`config.mk`:
```
export PLATFORM = sky130hd
export DESIGN_NAME = gf2n_field_alu
export DESIGN_NICKNAME = d
export VERILOG_FILES = /design/src/rtl/core/gfa_pkg.sv /design/src/rtl/core/gfa_ctrl.sv /design/src/rtl/core/gfa_dpath.sv /design/src/rtl/core/gf2n_field_alu.sv
export SDC_FILE = /design/constraint.sdc
export NUM_CORES = 1
export LEC_CHECK = 0
export ABC_AREA = 1
export BUFFER_PORTS_ARGS = -buffer_cell sky130_fd_sc_hd__buf_2
export CELL_PAD_IN_SITES_DETAIL_PLACEMENT = 1
export CELL_PAD_IN_SITES_GLOBAL_PLACEMENT = 1
export CORE_MARGIN = 4
export CORE_UTILIZATION = 42
export CTS_CLUSTER_SIZE = 14
export DETAILED_ROUTE_END_ITERATION = 16
export PLACE_DENSITY = 0.83
export SLEW_MARGIN = 5
export SYNTH_ARGS = -nofsm -noshare
export SYNTH_HDL_FRONTEND = slang
export SYNTH_SLANG_ARGS = --single-unit
```
`constraint.sdc`:
```
create_clock -name aclk -period 5.1 [get_ports aclk]
set_input_delay 0.51 -clock aclk [delete_from_list [all_inputs] [get_ports aclk]]
set_output_delay 0.51 -clock aclk [all_outputs]
set_load 0.02 [all_outputs]
```
`src/rtl/core/gfa_pkg.sv`:
```
// shared types, constants and field arithmetic for the gf(2^n) alu
package gfa_pkg;

    localparam int MAX_DEGREE = 8;
    localparam int FIELD_W    = 8;
    localparam int DEGREE_W   = 4;
    localparam int DEGC_W     = $clog2(MAX_DEGREE + 1);
    localparam int CNT_W      = $clog2(MAX_DEGREE);
    localparam int LANE_W     = (MAX_DEGREE > 4) ? 4 : MAX_DEGREE - 1;
    localparam int LANES      = 1 << LANE_W;
    localparam int GRP_W      = MAX_DEGREE - LANE_W;

    localparam logic [DEGREE_W-1:0] DEGREE_RESET  = DEGREE_W'(8);
    localparam logic [FIELD_W-1:0]  MODULUS_RESET = FIELD_W'(27);

    localparam logic [1:0] ACT_ADD = 2'd0;
    localparam logic [1:0] ACT_SUB = 2'd1;
    localparam logic [1:0] ACT_MUL = 2'd2;
    localparam logic [1:0] ACT_DIV = 2'd3;

    localparam logic REG_DEGREE  = 1'b0;
    localparam logic REG_MODULUS = 1'b1;

    typedef logic [MAX_DEGREE-1:0] elem_t;
    typedef logic [DEGC_W-1:0]     deg_t;

    typedef struct packed {
        logic [1:0]         action;
        logic [FIELD_W-1:0] operand_a;
        logic [FIELD_W-1:0] operand_b;
    } in_word_t;

    typedef struct packed {
        logic [FIELD_W-1:0] result;
        logic [FIELD_W-1:0] inverse_of_b;
        logic               no_inverse;
    } out_word_t;

    typedef enum logic [1:0] {
        S_IDLE,
        S_COLS,
        S_SCAN,
        S_FIN
    } ctrl_state_t;

    typedef struct packed {
        logic load;
        logic col_step;
        logic scan_step;
        logic out_load;
    } dp_cmd_t;

    typedef struct packed {
        logic in_div;
        logic cols_done;
        logic scan_hit;
        logic scan_last;
    } dp_sts_t;

    function automatic elem_t to_elem(input logic [FIELD_W-1:0] v);
        logic [MAX_DEGREE+FIELD_W-1:0] ext;
        ext = {{MAX_DEGREE{1'b0}}, v};
        return ext[MAX_DEGREE-1:0];
    endfunction

    function automatic logic [FIELD_W-1:0] to_field(input elem_t e);
        logic [MAX_DEGREE+FIELD_W-1:0] ext;
        ext = {{FIELD_W{1'b0}}, e};
        return ext[FIELD_W-1:0];
    endfunction

    function automatic deg_t eff_degree(input logic [DEGREE_W-1:0] d);
        deg_t n;
        if (d == '0) begin
            n = DEGC_W'(1);
        end else if (int'(d) > MAX_DEGREE) begin
            n = DEGC_W'(MAX_DEGREE);
        end else begin
            n = DEGC_W'(d);
        end
        return n;
    endfunction

    function automatic elem_t degree_mask(input deg_t n);
        elem_t m;
        for (int i = 0; i < MAX_DEGREE; i++) begin
            m[i] = (i < int'(n));
        end
        return m;
    endfunction

    // multiply by x, then reduce
    function automatic elem_t xtime(input elem_t c, input elem_t modulus, input elem_t mask);
        logic top;
        top = |(c & mask & ~(mask >> 1));
        return ((c << 1) & mask) ^ (top ? modulus : '0);
    endfunction

    function automatic elem_t gf_mul(input elem_t a, input elem_t b, input deg_t n,
                                     input elem_t modulus, input elem_t mask);
        elem_t acc;
        acc = '0;
        for (int i = MAX_DEGREE - 1; i >= 0; i--) begin
            if (i < int'(n)) begin
                acc = xtime(acc, modulus, mask) ^ (b[i] ? a : '0);
            end
        end
        return acc & mask;
    endfunction

endpackage

```
`src/rtl/core/gfa_ctrl.sv`:
```
// sequencing state machine for the gf(2^n) alu
module gfa_ctrl import gfa_pkg::*; (
    input  logic    aclk,
    input  logic    aresetn,
    input  logic    s_valid,
    output logic    s_ready,
    output logic    m_valid,
    input  logic    m_ready,
    input  dp_sts_t sts,
    output dp_cmd_t cmd
);

    ctrl_state_t state_reg, state_next;
    logic        m_valid_reg, m_valid_next;
    logic        out_free;

    assign out_free = !m_valid_reg || m_ready;

    always_comb begin
        state_next = state_reg;
        case (state_reg)
            S_IDLE: begin
                if (s_valid) begin
                    state_next = sts.in_div ? S_COLS : S_FIN;
                end
            end
            S_COLS: begin
                if (sts.cols_done) begin
                    state_next = S_SCAN;
                end
            end
            S_SCAN: begin
                if (sts.scan_hit || sts.scan_last) begin
                    state_next = S_FIN;
                end
            end
            S_FIN: begin
                if (out_free) begin
                    state_next = S_IDLE;
                end
            end
            default: state_next = S_IDLE;
        endcase
    end

    always_comb begin
        s_ready       = 1'b0;
        cmd           = '0;
        m_valid_next  = m_valid_reg && !m_ready;
        case (state_reg)
            S_IDLE: begin
                s_ready  = 1'b1;
                cmd.load = s_valid;
            end
            S_COLS: begin
                cmd.col_step = !sts.cols_done;
            end
            S_SCAN: begin
                cmd.scan_step = 1'b1;
            end
            S_FIN: begin
                if (out_free) begin
                    cmd.out_load = 1'b1;
                    m_valid_next = 1'b1;
                end
            end
            default: begin
                s_ready = 1'b0;
            end
        endcase
    end

    always_ff @(posedge aclk) begin
        if (!aresetn) begin
            state_reg   <= S_IDLE;
            m_valid_reg <= 1'b0;
        end else begin
            state_reg   <= state_next;
            m_valid_reg <= m_valid_next;
        end
    end

    assign m_valid = m_valid_reg;

endmodule

```
`src/rtl/core/gfa_dpath.sv`:
```
// operand registers, column table, parallel inverse scan and result register
module gfa_dpath import gfa_pkg::*; (
    input  logic                aclk,
    input  in_word_t            s_data,
    input  logic [DEGREE_W-1:0] degree,
    input  logic [FIELD_W-1:0]  modulus,
    input  dp_cmd_t             cmd,
    output dp_sts_t             sts,
    output out_word_t           m_data
);

    logic [1:0]       op_reg;
    elem_t            a_reg;
    elem_t            b_reg;
    deg_t             n_reg;
    elem_t            mask_reg;
    elem_t            mod_reg;
    elem_t            col_reg [MAX_DEGREE];
    logic [CNT_W-1:0] k_reg;
    logic [CNT_W-1:0] k_next;
    logic [GRP_W-1:0] grp_reg;
    elem_t            inv_reg;
    logic             found_reg;
    out_word_t        out_reg;

    deg_t      n_in;
    elem_t     mask_in;
    logic      hit;
    elem_t     hit_cand;
    elem_t     mul_b;
    elem_t     prod;
    out_word_t out_next;

    assign n_in    = eff_degree(degree);
    assign mask_in = degree_mask(n_in);
    assign k_next  = k_reg + CNT_W'(1);

    // each lane checks one candidate as a sum of columns b*x^j
    always_comb begin
        elem_t cand;
        elem_t acc;
        hit      = 1'b0;
        hit_cand = '0;
        for (int l = LANES - 1; l >= 0; l--) begin
            cand = {grp_reg, LANE_W'(l)};
            acc  = '0;
            for (int j = 0; j < MAX_DEGREE; j++) begin
                acc = acc ^ (cand[j] ? col_reg[j] : '0);
            end
            if ((acc == elem_t'(1)) && ((cand & ~mask_reg) == '0)) begin
                hit      = 1'b1;
                hit_cand = cand;
            end
        end
    end

    assign sts.in_div    = (s_data.action == ACT_DIV);
    assign sts.cols_done = (DEGC_W'(k_reg) == n_reg - DEGC_W'(1));
    assign sts.scan_hit  = hit;
    assign sts.scan_last = (grp_reg == mask_reg[MAX_DEGREE-1:LANE_W]);

    assign mul_b = (op_reg == ACT_DIV) ? inv_reg : b_reg;
    assign prod  = gf_mul(a_reg, mul_b, n_reg, mod_reg, mask_reg);

    always_comb begin
        out_next = '0;
        case (op_reg) inside
            ACT_ADD, ACT_SUB: begin
                out_next.result = to_field(a_reg ^ b_reg);
            end
            ACT_MUL: begin
                out_next.result = to_field(prod);
            end
            ACT_DIV: begin
                out_next.result       = found_reg ? to_field(prod) : '0;
                out_next.inverse_of_b = found_reg ? to_field(inv_reg) : '0;
                out_next.no_inverse   = !found_reg;
            end
            default: begin
                out_next = '0;
            end
        endcase
    end

    always_ff @(posedge aclk) begin
        if (cmd.load) begin
            op_reg     <= s_data.action;
            a_reg      <= to_elem(s_data.operand_a) & mask_in;
            b_reg      <= to_elem(s_data.operand_b) & mask_in;
            n_reg      <= n_in;
            mask_reg   <= mask_in;
            mod_reg    <= to_elem(modulus) & mask_in;
            col_reg[0] <= to_elem(s_data.operand_b) & mask_in;
            k_reg      <= '0;
            grp_reg    <= '0;
            inv_reg    <= '0;
            found_reg  <= 1'b0;
        end
        if (cmd.col_step) begin
            col_reg[k_next] <= xtime(col_reg[k_reg], mod_reg, mask_reg);
            k_reg           <= k_next;
        end
        if (cmd.scan_step) begin
            if (hit) begin
                inv_reg   <= hit_cand;
                found_reg <= 1'b1;
            end else begin
                grp_reg <= grp_reg + GRP_W'(1);
            end
        end
        if (cmd.out_load) begin
            out_reg <= out_next;
        end
    end

    assign m_data = out_reg;

endmodule

```
`src/rtl/core/gf2n_field_alu.sv`:
```
// gf(2^n) polynomial basis alu: add, subtract, multiply and divide
// add, subtract and multiply go from idle to the finish state, which loads the output register once the output is free
// divide first builds the column table (one shift-reduce per cycle), then runs the 16-lane inverse scan
// until a hit or the last candidate group, and then loads the output register in the finish state
// one word in flight; the next is taken once the result sits in the output register
// reset: synchronous active low, degree 8, modulus 0x1b, no word in flight
module gf2n_field_alu import gfa_pkg::*; (
    input  logic         aclk,
    input  logic         aresetn,
    input  logic         s_valid,
    output logic         s_ready,
    input  in_word_t     s_data,
    output logic         m_valid,
    input  logic         m_ready,
    output out_word_t    m_data,
    input  logic         cfg_wr_en,
    input  logic         cfg_addr,
    input  logic [7:0]   cfg_wdata
);

    logic [DEGREE_W-1:0] degree_reg;
    logic [FIELD_W-1:0]  modulus_reg;
    dp_cmd_t             cmd;
    dp_sts_t             sts;

    always_ff @(posedge aclk) begin
        if (!aresetn) begin
            degree_reg  <= DEGREE_RESET;
            modulus_reg <= MODULUS_RESET;
        end else if (cfg_wr_en) begin
            case (cfg_addr)
                REG_DEGREE:  degree_reg  <= cfg_wdata[DEGREE_W-1:0];
                REG_MODULUS: modulus_reg <= cfg_wdata[FIELD_W-1:0];
                default:     degree_reg  <= degree_reg;
            endcase
        end
    end

    gfa_ctrl u_ctrl (
        .aclk    (aclk),
        .aresetn (aresetn),
        .s_valid (s_valid),
        .s_ready (s_ready),
        .m_valid (m_valid),
        .m_ready (m_ready),
        .sts     (sts),
        .cmd     (cmd)
    );

    gfa_dpath u_dpath (
        .aclk    (aclk),
        .s_data  (s_data),
        .degree  (degree_reg),
        .modulus (modulus_reg),
        .cmd     (cmd),
        .sts     (sts),
        .m_data  (m_data)
    );

endmodule
```
==> out/metrics.cfg <==
[layout]
antenna_cells=0
final_core_util_pct=52.1
drive_gt1_share_pct=20.8
num-nets-final=2386
largest_register_ffs=64
stdcell_area_sq_um=18100
syn2layout_area_growth_pct=22.1
instances_no_fill=2803
nFillCells=4507

[logic_synthesis]
synth_cell_types=52
yosys_most_used_dff=edfxtp_1
ys_warn_count=0
synth_fp_nets=2198
async_flop_share_pct=0
syn-mean-instance-area_sq_um=6.90
synthCells=2147
ys_seq_elements=152
synth_edf_count=121
seq_area_frac_synth_pct=28.7
netlist_area_sq_um=14800

[status]
violations=setup timing
status=finished, violations left

[clock_tree]
h-tree-depth=4
clkLatencyLatePin_ps=440
cts_root_buf=clkbuf_16
clock_path_buffers=2
cts_tree=built
numClockSinks=152
numCtsBuffers=17
ctsHoldBuffers=0
path_clk_slew_ps=70

[global_route]
antenna_found_initial=0
gr-total-overflow=0
grt_busiest_layer=met2
use_met2_pct=52.5
grt_max_degree=40
grtUsageTotal_pct=33.4
grtUsageMet1_pct=44.8
grt_pass1_wl_microns=99600
grtUsageMet3_pct=6.54
first_global_vias=17000

[critical_path]
end_kind=register
crit_arrival_ps=6260
start_kind=register
crit_required_ps=5280
critical-path-slowest-cell=edfxtp_1
cpMostUsedCell=nand2_2
crit_type=reg -> reg
critPathMaxFanout=8
cpPeakStageDelay_ps=420

[timing]
relSlewSlack_pct=25.8
hold_violations=0
finalSetupViolCount=8
max_freq_mhz=164
tightest_slew_ps=1110
skew_ps=17.3
post-route-period-util_pct=119
setup_ws_ps=-984
period_needed_ps=6080
rsz0062_at_grt=yes
final_max_slew_viol_count=0

[route]
vias=16400
first_iter_violations=1661
drtPass1Iterations=5
routed_via_density=5.86
finalWirelength_microns=67000
route.detailed.drc=0
ant_nets=0
wire_per_inst_microns=23.9

[placed_design]
portBuffers=50
dpl.cell_count=2752
pre_cts_ws_ps=-1330
gp_congestion=1.06
post-dp-hpwl_microns=51300
placedInstanceArea_sq_um=16700

[die]
die_area_sq_um=38400
core_area_sq_um=34700
die-width_microns=196
initial_core_util_pct=42.7
fp.dieH_microns=196
io_pins=51
rows=68

[power]
irDropWorstVdd_v=0.000495
power_density_nw_per_um2=682
power.total_uw=12300
leakage_uw=0.00831

[run]
maxCapViolCount=0

[min_path]
hold_class=in -> reg

==> metal layers <==
| layer | up-vias | routed length [microns] |
|---|---|---|
| li1 | 7355 | - |
| met1 | 8034 | 28100 |
| met2 | 842 | 29700 |
| met3 | 206 | 5880 |
| met4 | 0 | 3290 |
| met5 | - | 0 |
==> cell families after synthesis <==
group,after synthesis,share of synthesized area [%]
and+or+nand+nor,1127,33.4
xor gates and xnor gates,327,19.3
buffers and inverters,315,8.50
AOI/OAI and AO/OA,206,8.42
DFF,152,28.7
adders and majority gates,19,1.60
other,1,0.0253
==> metrics by stage <==
| stage | hold WS [ps] | setup TNS (ps) |
|---|---|---|
| 5_1_grt | 238 | -10440 |
| 6_report | 245 | -7720 |
| 3_5_place_dp | 443 | -10470 |
| 2_1_floorplan | 429 | -3620 |
| 3_3_place_gp | 421 | -6360 |
| 4_1_cts | 238 | -5960 |
==> where the power goes <==
group / total, uW / switching (uW) / internal [uW]
sequential: 2130 / 382 / 1740
clock: 1210 / 535 / 671
combinational: 9010 / 5900 / 3110
total: 12300 / 6820 / 5530
==> final timing paths <==
| check | endpoint | depth (start not counted) | slack (ps) | start |
|---|---|---|---|---|
| min | u_dpath.a_reg[0] | 1 | 250 | s_data[8] |
| min reg2reg | u_dpath.mod_reg[0] | 0 | 460 | modulus_reg[0] |
| max | u_dpath.m_data[13] | 54 | -980 | u_dpath.op_reg[1] |
| max reg2reg | u_dpath.m_data[13] | 54 | -980 | u_dpath.op_reg[1] |
==> cells in the final DEF, fill, tap and decap left out, drive strengths merged, types with 5 or more instances in the layout <==
| master | synthesis | final |
|---|---|---|
| nor2 | 252 | 252 |
| xor2 | 225 | 225 |
| clkbuf | 49 | 21 |
| xnor2 | 102 | 102 |
| o221ai | 9 | 9 |
| buf | 24 | 234 |
| o21ai | 101 | 101 |
| or2 | 36 | 36 |
| dfxtp | 31 | 31 |
| clkinv | 6 | 11 |
| inv | 236 | 242 |
| o31ai | 6 | 6 |
| edfxtp | 121 | 121 |
| o211ai | 18 | 18 |
| nor4 | 10 | 10 |
| ha | 19 | 19 |
| a211oi | 9 | 9 |
| a21oi | 30 | 30 |
| nand4 | 53 | 53 |
| a2111oi | 7 | 7 |
| nand3b | 28 | 28 |
| nor3 | 27 | 27 |
| nor3b | 5 | 5 |
| nand2 | 535 | 543 |
| o22ai | 8 | 8 |
| nand3 | 173 | 173 |
==> worst max-delay path, delay by kind of cell, from the launching register on <==
kind | cells | cell delay [ps]
buffers and inverters | 1 | 60
DFF | 1 | 420
and+or+nand+nor | 52 | 5090
adders and majority gates | 1 | 240
==> cells in the mapped netlist, drive strengths merged (7+ instances only) <==
cell type	n	share of area (%)
nand4	53	2.2
a2111oi	7	0.41
ha	19	1.6
xnor2	102	6.0
edfxtp	121	25
nand2	535	14
dfxtp	31	4.2
nand3	173	5.9
nor4	10	0.42
or2	36	1.5
a211oi	9	0.46
clkbuf	49	1.2
buf	24	1.1
nor3	27	0.91
a21oi	30	1.0
o22ai	8	0.34
o211ai	18	0.91
o21ai	101	3.4
xor2	225	13
o221ai	9	0.53
inv	236	6.0
nand3b	28	1.4
nor2	252	6.6
==> layout make-up <==
type / count / area [sq um] / share of cell area (%)
Timing Repair Buffer: 234 / 1640 / 9.04
Clock inverter: 11 / 83.8 / 0.463
Sequential cell: 152 / 4250 / 23.5
Tap cell: 455 / 569 / 3.15
Inverter: 242 / 913 / 5.05
Multi-Input combinational cell: 1688 / 10200 / 56.2
Clock buffer: 21 / 472 / 2.61
==> what timing repair did <==
action,4_1_cts,5_1_grt
resized for setup,91,93
endpoints found under the setup margin,8,9
pin swaps,42,74
gates cloned,8,0
buffers inserted,6,5
(Power assumes the default switching activity.)
